[src/sv/lzb_pkg.sv]
// lzb_pkg: shared types and constants for the LZ back-reference byte decompressor.
// No dependencies; used by every module of the block except lzb_ram.
`timescale 1ns / 1ps

package lzb_pkg;

  localparam int OUT_LANES   = 4;
  localparam int LANE_IW     = $clog2(OUT_LANES);
  localparam int CNT_W       = $clog2(OUT_LANES + 1);
  localparam int OUT_TDATA_W = ((OUT_LANES * 8 + CNT_W + 7) / 8) * 8;

  localparam logic [1:0] PH_HEADER  = 2'd0;
  localparam logic [1:0] PH_COUNT   = 2'd1;
  localparam logic [1:0] PH_LITERAL = 2'd2;

  localparam int         REF_FLAG_BIT = 7;
  localparam logic [7:0] LOW7         = 8'h7F;
  localparam logic [7:0] PRODUCED_SAT = 8'd128;

  localparam int TUSER_DONE  = 0;
  localparam int TUSER_TRUNC = 1;

  typedef logic [OUT_LANES-1:0][7:0] lane_vec_t;

  typedef struct packed {
    logic       put_lit;
    logic       emit;
    logic       res_done;
    logic       res_trunc;
    logic       copy_start;
    logic [6:0] offset;
    logic       issue;
    logic       flush_final;
    logic       restart;
  } lzb_cmd_t;

  typedef struct packed {
    logic       out_free;
    logic       d_vld;
    logic       consume;
    logic [7:0] produced;
  } lzb_sts_t;

endpackage

[src/sv/lzb_ram.sv]
// lzb_ram: generic single-write, single-read RAM with registered read data.
// No dependencies.
`timescale 1ns / 1ps

module lzb_ram #(
  parameter int WIDTH = 8,
  parameter int DEPTH = 128,
  parameter int AW    = $clog2(DEPTH)
) (
  input  logic             clk,
  input  logic             we,
  input  logic [AW-1:0]    waddr,
  input  logic [WIDTH-1:0] wdata,
  input  logic             re,
  input  logic [AW-1:0]    raddr,
  output logic [WIDTH-1:0] rdata
);

  logic [WIDTH-1:0] mem [DEPTH];

  always_ff @(posedge clk) begin
    if (we) begin
      mem[waddr] <= wdata;
    end
    if (re) begin
      rdata <= mem[raddr];
    end
  end

endmodule

[src/sv/lzb_ctrl.sv]
// lzb_ctrl: token parser and copy sequencer of the decompressor.
// Depends on lzb_pkg; drives lzb_datapath through lzb_cmd_t.
`timescale 1ns / 1ps

module lzb_ctrl (
  input  logic              clk,
  input  logic              rst,
  input  logic              in_valid,
  output logic              in_ready,
  input  logic [7:0]        in_byte,
  input  logic              in_end,
  input  lzb_pkg::lzb_sts_t sts,
  output lzb_pkg::lzb_cmd_t cmd
);

  localparam logic [1:0] ST_IDLE   = 2'd0;
  localparam logic [1:0] ST_COPY   = 2'd1;
  localparam logic [1:0] ST_FINISH = 2'd2;

  logic [1:0] state, state_next;
  logic [1:0] phase, phase_next;
  logic [6:0] ref_offset, ref_offset_next;
  logic [6:0] lits, lits_next;
  logic [7:0] rem, rem_next;
  logic       end_lat, end_lat_next;
  logic       accept;
  logic       copy_ok;

  assign in_ready = (state == ST_IDLE) && sts.out_free;
  assign accept   = in_valid && in_ready;
  assign copy_ok  = (ref_offset != 7'd0) && (sts.produced >= {1'b0, ref_offset})
                    && (in_byte != 8'd0);

  always_comb begin
    state_next      = state;
    phase_next      = phase;
    ref_offset_next = ref_offset;
    lits_next       = lits;
    rem_next        = rem;
    end_lat_next    = end_lat;
    cmd             = '0;
    cmd.offset      = ref_offset;

    unique case (state)
      ST_IDLE: begin
        if (accept) begin
          unique case (phase)
            lzb_pkg::PH_LITERAL: begin
              cmd.put_lit = 1'b1;
              cmd.emit    = 1'b1;
              lits_next   = (lits != 7'd0) ? lits - 7'd1 : lits;
              phase_next  = (lits_next == 7'd0) ? lzb_pkg::PH_HEADER : lzb_pkg::PH_LITERAL;
            end
            lzb_pkg::PH_COUNT: begin
              phase_next = lzb_pkg::PH_HEADER;
              if (copy_ok) begin
                cmd.copy_start = 1'b1;
                rem_next       = in_byte;
                end_lat_next   = in_end;
                state_next     = ST_COPY;
              end
            end
            default: begin
              if (in_byte[lzb_pkg::REF_FLAG_BIT]) begin
                ref_offset_next = 7'(in_byte & lzb_pkg::LOW7);
                phase_next      = lzb_pkg::PH_COUNT;
              end else if (in_byte != 8'd0) begin
                lits_next  = 7'(in_byte & lzb_pkg::LOW7);
                phase_next = lzb_pkg::PH_LITERAL;
              end
            end
          endcase
          if (in_end && state_next == ST_IDLE) begin
            cmd.emit        = 1'b1;
            cmd.res_done    = 1'b1;
            cmd.res_trunc   = (phase_next != lzb_pkg::PH_HEADER);
            cmd.restart     = 1'b1;
            phase_next      = lzb_pkg::PH_HEADER;
            ref_offset_next = 7'd0;
            lits_next       = 7'd0;
          end
        end
      end
      ST_COPY: begin
        cmd.issue = (rem != 8'd0) && (!sts.d_vld || sts.consume);
        if (cmd.issue) begin
          rem_next = rem - 8'd1;
        end
        if (rem == 8'd0 && !sts.d_vld) begin
          state_next = ST_FINISH;
        end
      end
      ST_FINISH: begin
        if (sts.out_free) begin
          cmd.flush_final = 1'b1;
          cmd.res_done    = end_lat;
          if (end_lat) begin
            cmd.restart     = 1'b1;
            phase_next      = lzb_pkg::PH_HEADER;
            ref_offset_next = 7'd0;
            lits_next       = 7'd0;
          end
          state_next = ST_IDLE;
        end
      end
      default: begin
        state_next = ST_IDLE;
      end
    endcase
  end

  always_ff @(posedge clk) begin
    if (rst) begin
      state      <= ST_IDLE;
      phase      <= lzb_pkg::PH_HEADER;
      ref_offset <= 7'd0;
      lits       <= 7'd0;
      rem        <= 8'd0;
      end_lat    <= 1'b0;
    end else begin
      state      <= state_next;
      phase      <= phase_next;
      ref_offset <= ref_offset_next;
      lits       <= lits_next;
      rem        <= rem_next;
      end_lat    <= end_lat_next;
    end
  end

endmodule

[src/sv/lzb_datapath.sv]
// lzb_datapath: history RAM, write/read pointers, lane packer and result register.
// Depends on lzb_pkg and lzb_ram; controlled by lzb_ctrl.
`timescale 1ns / 1ps

module lzb_datapath #(
  parameter int HISTORY_DEPTH = 128
) (
  input  logic                            clk,
  input  logic                            rst,
  input  logic [7:0]                      in_byte,
  input  lzb_pkg::lzb_cmd_t               cmd,
  output lzb_pkg::lzb_sts_t               sts,
  output logic                            out_valid,
  input  logic                            out_ready,
  output lzb_pkg::lane_vec_t              out_lanes,
  output logic [lzb_pkg::CNT_W-1:0]       out_cnt,
  output logic                            out_last,
  output logic                            out_done,
  output logic                            out_trunc
);

  localparam int AW = $clog2(HISTORY_DEPTH);
  localparam logic [AW-1:0] LAST_ADDR = AW'(HISTORY_DEPTH - 1);
  localparam logic [lzb_pkg::CNT_W-1:0] FULL = lzb_pkg::CNT_W'(lzb_pkg::OUT_LANES);
  localparam int PAD_W = (lzb_pkg::OUT_LANES - 1) * 8;

  logic [AW-1:0]               wp;
  logic [AW-1:0]               rp;
  logic [AW-1:0]               rp_start;
  logic [AW-1:0]               off_ext;
  logic [7:0]                  produced;
  logic                        d_vld;
  logic                        fwd;
  logic [7:0]                  fwd_data;
  logic [7:0]                  ram_q;
  logic [7:0]                  cp_byte;
  lzb_pkg::lane_vec_t          pack;
  logic [lzb_pkg::CNT_W-1:0]   pack_cnt;
  logic                        out_free;
  logic                        consume;
  logic                        flush_mid;
  logic                        we;
  logic [7:0]                  wdata;

  assign out_free  = !out_valid || out_ready;
  assign consume   = d_vld && ((pack_cnt < FULL) || out_free);
  assign flush_mid = d_vld && (pack_cnt == FULL) && out_free;
  assign cp_byte   = fwd ? fwd_data : ram_q;
  assign we        = cmd.put_lit || consume;
  assign wdata     = cmd.put_lit ? in_byte : cp_byte;
  assign off_ext   = AW'(cmd.offset);
  assign rp_start  = (wp >= off_ext) ? (wp - off_ext)
                   : AW'({1'b0, wp} + (AW + 1)'(HISTORY_DEPTH) - {1'b0, off_ext});

  assign sts.out_free = out_free;
  assign sts.d_vld    = d_vld;
  assign sts.consume  = consume;
  assign sts.produced = produced;

  lzb_ram #(
    .WIDTH (8),
    .DEPTH (HISTORY_DEPTH),
    .AW    (AW)
  ) u_hist (
    .clk   (clk),
    .we    (we),
    .waddr (wp),
    .wdata (wdata),
    .re    (cmd.issue),
    .raddr (rp),
    .rdata (ram_q)
  );

  always_ff @(posedge clk) begin
    if (rst) begin
      wp       <= '0;
      produced <= 8'd0;
      d_vld    <= 1'b0;
      pack     <= '0;
      pack_cnt <= '0;
      out_valid <= 1'b0;
    end else begin
      if (cmd.restart) begin
        wp       <= '0;
        produced <= 8'd0;
      end else if (we) begin
        wp <= (wp == LAST_ADDR) ? '0 : wp + AW'(1);
        if (produced < lzb_pkg::PRODUCED_SAT) begin
          produced <= produced + 8'd1;
        end
      end

      if (cmd.issue) begin
        d_vld <= 1'b1;
      end else if (consume) begin
        d_vld <= 1'b0;
      end

      if (consume) begin
        if (pack_cnt == FULL) begin
          pack     <= {{PAD_W{1'b0}}, cp_byte};
          pack_cnt <= lzb_pkg::CNT_W'(1);
        end else begin
          pack[pack_cnt[lzb_pkg::LANE_IW-1:0]] <= cp_byte;
          pack_cnt <= pack_cnt + lzb_pkg::CNT_W'(1);
        end
      end else if (cmd.flush_final) begin
        pack     <= '0;
        pack_cnt <= '0;
      end

      if (flush_mid || cmd.flush_final || cmd.emit) begin
        out_valid <= 1'b1;
      end else if (out_ready) begin
        out_valid <= 1'b0;
      end
    end
  end

  always_ff @(posedge clk) begin
    if (cmd.copy_start) begin
      rp <= rp_start;
    end else if (cmd.issue) begin
      rp <= (rp == LAST_ADDR) ? '0 : rp + AW'(1);
    end

    if (cmd.issue) begin
      fwd      <= consume && (rp == wp);
      fwd_data <= cp_byte;
    end

    if (flush_mid) begin
      out_lanes <= pack;
      out_cnt   <= pack_cnt;
      out_last  <= 1'b0;
      out_done  <= 1'b0;
      out_trunc <= 1'b0;
    end else if (cmd.flush_final) begin
      out_lanes <= pack;
      out_cnt   <= pack_cnt;
      out_last  <= 1'b1;
      out_done  <= cmd.res_done;
      out_trunc <= 1'b0;
    end else if (cmd.emit) begin
      out_lanes    <= {{PAD_W{1'b0}}, (cmd.put_lit ? in_byte : 8'd0)};
      out_cnt      <= cmd.put_lit ? lzb_pkg::CNT_W'(1) : '0;
      out_last     <= 1'b1;
      out_done     <= cmd.res_done;
      out_trunc    <= cmd.res_trunc;
    end
  end

endmodule

[src/sv/lz_backref_byte_decompressor.sv]
// lz_backref_byte_decompressor: top level, LZ77-style byte decompressor.
// Depends on lzb_pkg, lzb_ctrl, lzb_datapath (which holds lzb_ram).
//
//   channel  dir  payload                                   accept
//   s_*      in   tdata[7:0] in_byte, tlast block_end       s_tvalid & s_tready
//   m_*      out  tdata bytes+count, tlast run_last,        m_tvalid & m_tready
//                 tuser done/truncated
//
// A back-reference count item with N > 0 bytes to copy holds s_tready low after it is
// accepted while it copies one byte per cycle through the single history read port,
// unless a blocked output stalls it, and ceil(N/4) results leave for that copy.
// s_tready is low while a copy runs and while a finished result cannot move on.
// Reset is synchronous; history needs no clearing, so items are taken right after.
`timescale 1ns / 1ps

module lz_backref_byte_decompressor #(
  parameter int HISTORY_DEPTH = 128
) (
  input  logic                              clk,
  input  logic                              rst,
  input  logic                              s_tvalid,
  output logic                              s_tready,
  input  logic [7:0]                        s_tdata,  // [7:0] in_byte
  input  logic                              s_tlast,
  output logic                              m_tvalid,
  input  logic                              m_tready,
  // [7:0] out_byte0, [15:8] out_byte1, [23:16] out_byte2, [31:24] out_byte3,
  // [34:32] bytes_valid, rest zero
  output logic [lzb_pkg::OUT_TDATA_W-1:0]   m_tdata,
  output logic                              m_tlast,
  output logic [1:0]                        m_tuser   // [0] block_done, [1] truncated
);

  lzb_pkg::lzb_cmd_t          cmd;
  lzb_pkg::lzb_sts_t          sts;
  lzb_pkg::lane_vec_t         out_lanes;
  logic [lzb_pkg::CNT_W-1:0]  out_cnt;
  logic                       out_done;
  logic                       out_trunc;

  lzb_ctrl u_ctrl (
    .clk      (clk),
    .rst      (rst),
    .in_valid (s_tvalid),
    .in_ready (s_tready),
    .in_byte  (s_tdata),
    .in_end   (s_tlast),
    .sts      (sts),
    .cmd      (cmd)
  );

  lzb_datapath #(
    .HISTORY_DEPTH (HISTORY_DEPTH)
  ) u_dp (
    .clk       (clk),
    .rst       (rst),
    .in_byte   (s_tdata),
    .cmd       (cmd),
    .sts       (sts),
    .out_valid (m_tvalid),
    .out_ready (m_tready),
    .out_lanes (out_lanes),
    .out_cnt   (out_cnt),
    .out_last  (m_tlast),
    .out_done  (out_done),
    .out_trunc (out_trunc)
  );

  assign m_tdata = lzb_pkg::OUT_TDATA_W'({out_cnt, out_lanes});
  assign m_tuser[lzb_pkg::TUSER_DONE]  = out_done;
  assign m_tuser[lzb_pkg::TUSER_TRUNC] = out_trunc;

endmodule

[config.mk]
export PLATFORM = sky130hd
export DESIGN_NAME = lz_backref_byte_decompressor
export DESIGN_NICKNAME = d
export VERILOG_FILES = /design/src/sv/lzb_pkg.sv /design/src/sv/lzb_ram.sv /design/src/sv/lzb_ctrl.sv /design/src/sv/lzb_datapath.sv /design/src/sv/lz_backref_byte_decompressor.sv
export SDC_FILE = /design/constraint.sdc
export NUM_CORES = 1
export LEC_CHECK = 0
export BUFFER_PORTS_ARGS = -buffer_cell sky130_fd_sc_hd__buf_4
export CORE_MARGIN = 1.5
export CORE_UTILIZATION = 60
export CTS_BUF_LIST = sky130_fd_sc_hd__clkbuf_16
export DETAILED_ROUTE_END_ITERATION = 10
export HOLD_SLACK_MARGIN = 0.12
export PLACE_DENSITY = 0.82
export SETUP_SLACK_MARGIN = 0.4
export SLEW_MARGIN = 30
export SYNTH_ARGS = -nofsm -noshare
export SYNTH_HDL_FRONTEND = slang
export SYNTH_SLANG_ARGS = --single-unit
[constraint.sdc]
create_clock -name clk -period 15.69 [get_ports clk]
set_clock_uncertainty 0.15 [all_clocks]
set_input_delay 1.569 -clock clk [delete_from_list [all_inputs] [get_ports clk]]
set_output_delay 1.569 -clock clk [all_outputs]
set_load 0.01 [all_outputs]
### Word level (Yosys, flattened, before mapping)

Memory sizes are Yosys's and may differ from the RTL's. A register that Yosys moved wholly into a read port is not among the register bits.
Cells that the tools add are included.

| operators by class | value |
|---|---|
| add/subtract/negate cells | 9 |
| magnitude comparators | 6 |
| equality and inequality tests | 20 |
| mux-type cells | 88 |
| reduce and logical (&&, ||, !) cells | 47 |

Operators with widths:

| cell | count |
|---|---|
| $mux 32 | 6 |
| $mux 7 | 16 |
| $mux 8 | 8 |
| $pmux 7 s2 | 3 |
| $mux 2 | 20 |
| $bwmux 32 | 1 |
| $add 7x1->7 const B | 3 |
| $mux 3 | 7 |
| $mux 1 | 19 |
| $demux 8 s2 | 1 |
| $pmux 8 s2 | 1 |
| $reduce_bool 2->1 | 8 |
| $reduce_bool 8->1 | 2 |
| $eq 7x7->1 const B | 2 |
| $reduce_bool 7->1 | 2 |
| $sub 7x7->7 | 2 |
| $logic_and 1x1->1 | 12 |
| $ne 2x1->1 const B | 6 |
| $ne 3x3->1 const B | 3 |
| $add 8x1->8 const B | 1 |
| $ge 8x7->1 | 1 |
| $logic_not 8->1 | 1 |
| $lt 8x8->1 const B | 1 |
| $ne 4x4->1 const B | 2 |
| other kinds (28) | 42 |

| word-level totals | value |
|---|---|
| flip-flop bits (word level) | 133 |
| bits in writable memories | 1024 |
| bits of input ports | 13 |
| output and inout port bits | 45 |
| word-level logic and storage cells | 197 |
| memories | 1 |

Memories:

| name | words | width | read ports | clocked after memory_dff | write ports | RTL line | text |
|---|---|---|---|---|---|---|---|
| u_dp.u_hist.mem | 128 | 8 | 1 | 1 | 1 | lzb_ram.sv:19 | `logic [WIDTH-1:0] mem [DEPTH];` |

### Depth between registers and ports, before layout

| logic depth | value |
|---|---|
| word-level depth | 16 |
| gate-level depth with buffers | 12 |
| depth with buffers taken out | 9 |

### Cells and area by module

From an unflattened synthesis, not the netlist that was laid out.

| unflattened totals | value |
|---|---|
| cell total of the unflattened synthesis | 2320 |
| area total of the unflattened synthesis | 46738.6 µm² |

By module, submodules not included:

| module | instances | cells an instance | area each (µm²) | seq. area each (µm²) |
|---|---|---|---|---|
| lzb_ram | 1 | 1635 | 39745.6 | 30989.7 |
| lzb_datapath | 1 | 429 | 4912.2 | 2632.5 |
| lzb_ctrl | 1 | 248 | 2024.4 | 540.5 |
| lz_backref_byte_decompressor | 1 | 8 | 56.3 | 0.0 |

### Least setup slack after synthesis

Ideal clock, no wire load.

| path | value |
|---|---|
| path type | input to register |
| start point | in m_tready |
| end point | mem u_dp.u_hist.mem[0][5], data pin |
| setup time | 0.892 ns |
| data arrival time | 6.176 ns |
| data required time | 14.648 ns |
| setup slack | 8.472 ns |
| stages | 7 |
| cells stage by stage | nand2b_1 -> clkbuf_1 -> nand4_1 -> clkbuf_1 -> clkbuf_1 -> nor2_1 -> a21oi_1 |

| on the way | value |
|---|---|
| word-level cells in the longest chain between the ends | 6 |

Ends and longest elaborated chain:

| what | RTL line | text |
|---|---|---|
| start, declared | lz_backref_byte_decompressor.sv:26 | `input logic m_tready,` |
| $logic_or 1x1->1 | lzb_datapath.sv:45 | `assign out_free = !out_valid \|\| out_ready;` |
| $logic_and 1x1->1 | lzb_ctrl.sv:29 | `assign in_ready = (state == ST_IDLE) && sts.out_free;` |
| $logic_and 1x1->1 | lzb_ctrl.sv:30 | `assign accept = in_valid && in_ready;` |
| $mux 5 | lzb_ctrl.sv:46 | `if (accept) begin` |
| $mux 2 | lzb_ctrl.sv:44 | `unique case (state)` |
| $mux 8 | lzb_datapath.sv:50 | `assign wdata = cmd.put_lit ? in_byte : cp_byte;` |
| net u_dp.u_hist.wdata[5] | lzb_ram.sv:13 | `input logic [WIDTH-1:0] wdata,` |
| end, declared | lzb_ram.sv:19 |  |

The timed path passes the listed nets, and every way through them passes these cells.

### Worst setup path in the final report

| path | value |
|---|---|
| start point | in m_tready |
| end point | mem u_dp.u_hist.mem[109][5] (enable) |

| on the way | value |
|---|---|
| word-level cells in the longest chain between the ends | 8 |
| elaborated cells between the ends (all ways) | 10 |
| those cells by class | mux: 4; reduce/logical: 6 |

Ends and longest elaborated chain:

| what | RTL line | text |
|---|---|---|
| $logic_or 1x1->1 * | lzb_datapath.sv:45 |  |
| $logic_and 1x1->1 | lzb_ctrl.sv:29 |  |
| $logic_and 1x1->1 | lzb_ctrl.sv:30 |  |
| $mux 5 | lzb_ctrl.sv:46 |  |
| $mux 2 | lzb_ctrl.sv:44 |  |
| $logic_or 1x1->1 * | lzb_datapath.sv:49 | `assign we = cmd.put_lit \|\| consume;` |
| $mux 1 * | lzb_ram.sv:22 | `if (we) begin` |
| $mux 1 (not written as such) * | lzb_ram.sv:23 | `mem[waddr] <= wdata;` |

Mark *: on every way between the ends. The rest lies on a longest branch, timed or not.

==> impl_metrics.ini <==
[run_status]
status = finished, final reports clean

[finish]
layout-drive-gt1-share_pct = 15.6
nets = 2804
syn_to_final_growth_pct = 10.6
final_util_pct = 67.0

[detailed_routing]
wl_mm = 114
first_pass_iters = 9
postRouteAntennaNets = 0
wl_per_cell_um = 29.2
drt-initial-drc-count = 3671
drc = 0
vias_per_cell = 6.75
vias = 26300

[floorplan]
die_x_um = 283
core_area_um2 = 77300
dieArea_um2 = 79800
row_count = 102
start_util_pct = 60.6
die_y_um = 283
io_pins = 58

[timing]
fmax_ghz = 0.224
relSlewSlack_pct = 19.9
rsz0062_at_grt = false
setup_violations = 0
slew_violations = 0
worstMarginPinSlew_ns = 1.20
setup_tns_ns = 0
min_period_ns = 4.46
hold_violations = 0
final.period_utilization_pct = 28.5

[place]
portBuffers = 52
place.gp.congestion = 0.887
hpwl_mm = 64.2

[grt]
grt_max_degree = 153
grt_remaining_overflow = 0
grt_pass1_vias = 25300
antenna_found_initial = 1
groute.usage.overall_pct = 28.7
grt_pass1_wl_mm = 166

[synth]
synthArstFlopShare_pct = 0
synth_edf_count = 1083
synth_area_leaders = edfxtp_1 69%, mux4_2 8.0%, mux2i_1 5.3%, dfxtp_1 3.5%, nor2_1 2.0%
synth_cells = 2723
synth_top_area_cell = edfxtp_1
avgSynthCellArea_um2 = 17.2
ys_warn_count = 0
synth-seq-cells = 1165
ys_types = 63
netlist_area_um2 = 46900
synth_top_area_share_pct = 69.4
ys_seq_area_share_pct = 72.9
synth_ff_type = edfxtp_1

[clocking]
cts_root_buf = clkbuf_16
cts.repair.resized = 0
cts_buffer_depth = 3
insertion_delay_ns = 0.69
hold_buffers = 0
cts_made_buffers = 110
htree_levels = 3
cts.reportedPaths.clkPinSlew_ns = 0.07
cts_tree = built
cts.sinks = 1165
postCtsSetupBuffers = 0

[worst_setup_path]
required_ns = 15.84
cp-endpoint = u_dp.u_hist.mem[109][5]
path_class = input pin to flop
slowest_delay_ns = 0.70
critical_path.endpoint_type = flop
crit_path_cell_trace = buf_4 > nand2b_1 > nand4_1 > buf_4 > nand2_1 > nand4_1 > buf_4 > nor2_1
worstSetupStartpointType = input pin
rr_endpoint = u_dp.u_hist.mem[109][5]
crit_fanout = 26
r2r_cells = 8
cp.arrival_ns = 4.62
crit_top_cell = buf_4
timing.rr.start = u_ctrl.phase[0]
slowest_stage = nand4_1
startpoint = m_tready
rrSetupSlack_ns = 11.61

[min_path]
hold_path.class = flop to flop
holdPathStages = 2

[power_and_ir_drop]
p_leak_nw = 17.1
power.density_nw_per_um2 = 119
p_comb_share_pct = 1.7
switching_power_mw = 1.25
p_sw_share_pct = 20.3
seq_power_share_pct = 54.9
vdd_ir_drop_max_mv = 0.0873
pwr-share-clk_pct = 43.4
p_int_mw = 4.90

[run]
cap_violations = 0
per-layer routing:
| layer | GRT usage, % | part of all wire [%] | vias to the layer above |
|---|---|---|---|
| met3 | 5.52 | 11 | 313 |
| met1 | 39.5 | 37 | 13200 |
| met2 | 44.9 | 48 | 1945 |
| met4 | 13.0 | 4.7 | 4 |
| li1 | - | - | 10900 |
| met5 | 0 | 0.065 | - |
power groups by stage:
stage,Clock (mW),Combinational (mW),Sequential (mW)
final,2.67,0.107,3.38
after global placement,0,0.100,3.44
after detailed placement,0,0.104,3.44
after CTS,2.68,0.105,3.38
after floorplan,0,0.0609,3.45
after global routing,2.80,0.115,3.38
cell usage after synthesis (3+ instances only):
| cell | count |
|---|---|
| a2111oi_0 | 4 |
| a211oi_1 | 19 |
| a21o_1 | 6 |
| a21oi_1 | 104 |
| a221oi_1 | 9 |
| a22o_1 | 16 |
| a22oi_1 | 96 |
| a31oi_1 | 4 |
| a41oi_1 | 3 |
| and2_1 | 29 |
| and3_1 | 8 |
| buf_1 | 8 |
| buf_2 | 14 |
| buf_4 | 31 |
| buf_6 | 16 |
| clkbuf_1 | 93 |
| dfxtp_1 | 82 |
| edfxtp_1 | 1083 |
| ha_1 | 26 |
| inv_1 | 44 |
| mux2i_1 | 246 |
| mux4_2 | 166 |
| nand2_1 | 58 |
| nand2b_1 | 11 |
| nand3_1 | 32 |
| nand4_1 | 11 |
| nor2_1 | 247 |
| nor2b_1 | 34 |
| nor3_1 | 55 |
| nor3b_1 | 4 |
| nor4_1 | 4 |
| o21ai_0 | 18 |
| o22ai_1 | 56 |
| o2bb2ai_1 | 6 |
| o31ai_1 | 9 |
| or2_2 | 3 |
| or3_1 | 7 |
| xnor2_1 | 21 |
| xor2_1 | 8 |
metrics by stage:
step	power [mW]	setup WS [ns]	hold WS [ns]	cell area [um2]	cells
global placement	3.54	10.79	0.311	48100	3690
CTS	6.16	11.33	0.342	51800	3897
detailed placement	3.55	10.73	0.323	48100	3690
floorplan	3.51	8.47	0.292	46900	2727
global route	6.29	11.11	0.367	51800	3899
finish	6.15	11.23	0.346	51800	3901
sequential cells by signal (all words and copies together) (netlist names), 2 cells and up:
name and cells:
u_dp.produced 8, u_dp.pack_cnt 3, u_dp.out_lanes 32, u_dp.u_hist.mem 1024
u_ctrl.ref_offset 7, u_ctrl.rem 8, u_ctrl.phase 2, u_ctrl.state 2
u_dp.pack 32, u_dp.fwd_data 8, u_dp.wp 7, u_dp.out_cnt 3
u_dp.rp 7, u_ctrl.lits 7, u_dp.u_hist.rdata 8
layout make-up:
type                       count  area (um2)
antenna                        2        5.00
clock buffer                 115        2880
clock inverter                92         762
fill                        4793       25500
inverter                      44         165
multi-input combinational   1353       11800
sequential                  1165       34200
tap                         1040        1300
timing repair buffer          90         768
placed cells by master, fill, tap and decap left out, types with 28 or more instances in the layout:
master	netlist	final
a21oi_1	104	96
a22oi_1	96	96
and2_1	29	28
buf_4	31	81
clkbuf_16	0	115
dfxtp_1	82	82
edfxtp_1	1083	1083
inv_1	44	62
mux2i_1	246	246
mux4_2	166	166
nand2_1	58	58
nand3_1	32	30
nor2_1	247	245
nor2b_1	34	31
nor3_1	55	55
o22ai_1	56	56
cells by family (layout without fill, tap and decap cells):
group | Yosys count | in the layout | share of synthesized area, %
xor+xnor | 29 | 29 | 0.542
fa+ha+maj | 27 | 27 | 0.737
buf+inv | 209 | 341 | 2.30
compound gates | 368 | 368 | 5.21
other cells | 1 | 7 | 0.00800
mux | 414 | 414 | 13.3
simple gates | 510 | 510 | 5.00
flops | 1165 | 1165 | 72.9
worst min-delay path by stage:
| stage | endpoint | start | slack, ns |
|---|---|---|---|
| CTS | u_ctrl.ref_offset[3] | u_ctrl.ref_offset[3] | 0.34 |
| finish | u_ctrl.rem[7] | u_ctrl.rem[7] | 0.35 |
| global route | u_ctrl.rem[1] | u_ctrl.rem[1] | 0.37 |
| detailed placement | u_ctrl.ref_offset[3] | u_ctrl.ref_offset[3] | 0.32 |
| floorplan | u_ctrl.ref_offset[2] | u_ctrl.ref_offset[2] | 0.29 |
| global placement | u_dp.pack[9] | u_dp.pack[9] | 0.31 |
worst max-delay path: cells and delay by family:
kind	cells	cell delay (ns)
simple gates	5	2.10
buf+inv	3	0.91
Power figures use the tool's default switching activity.
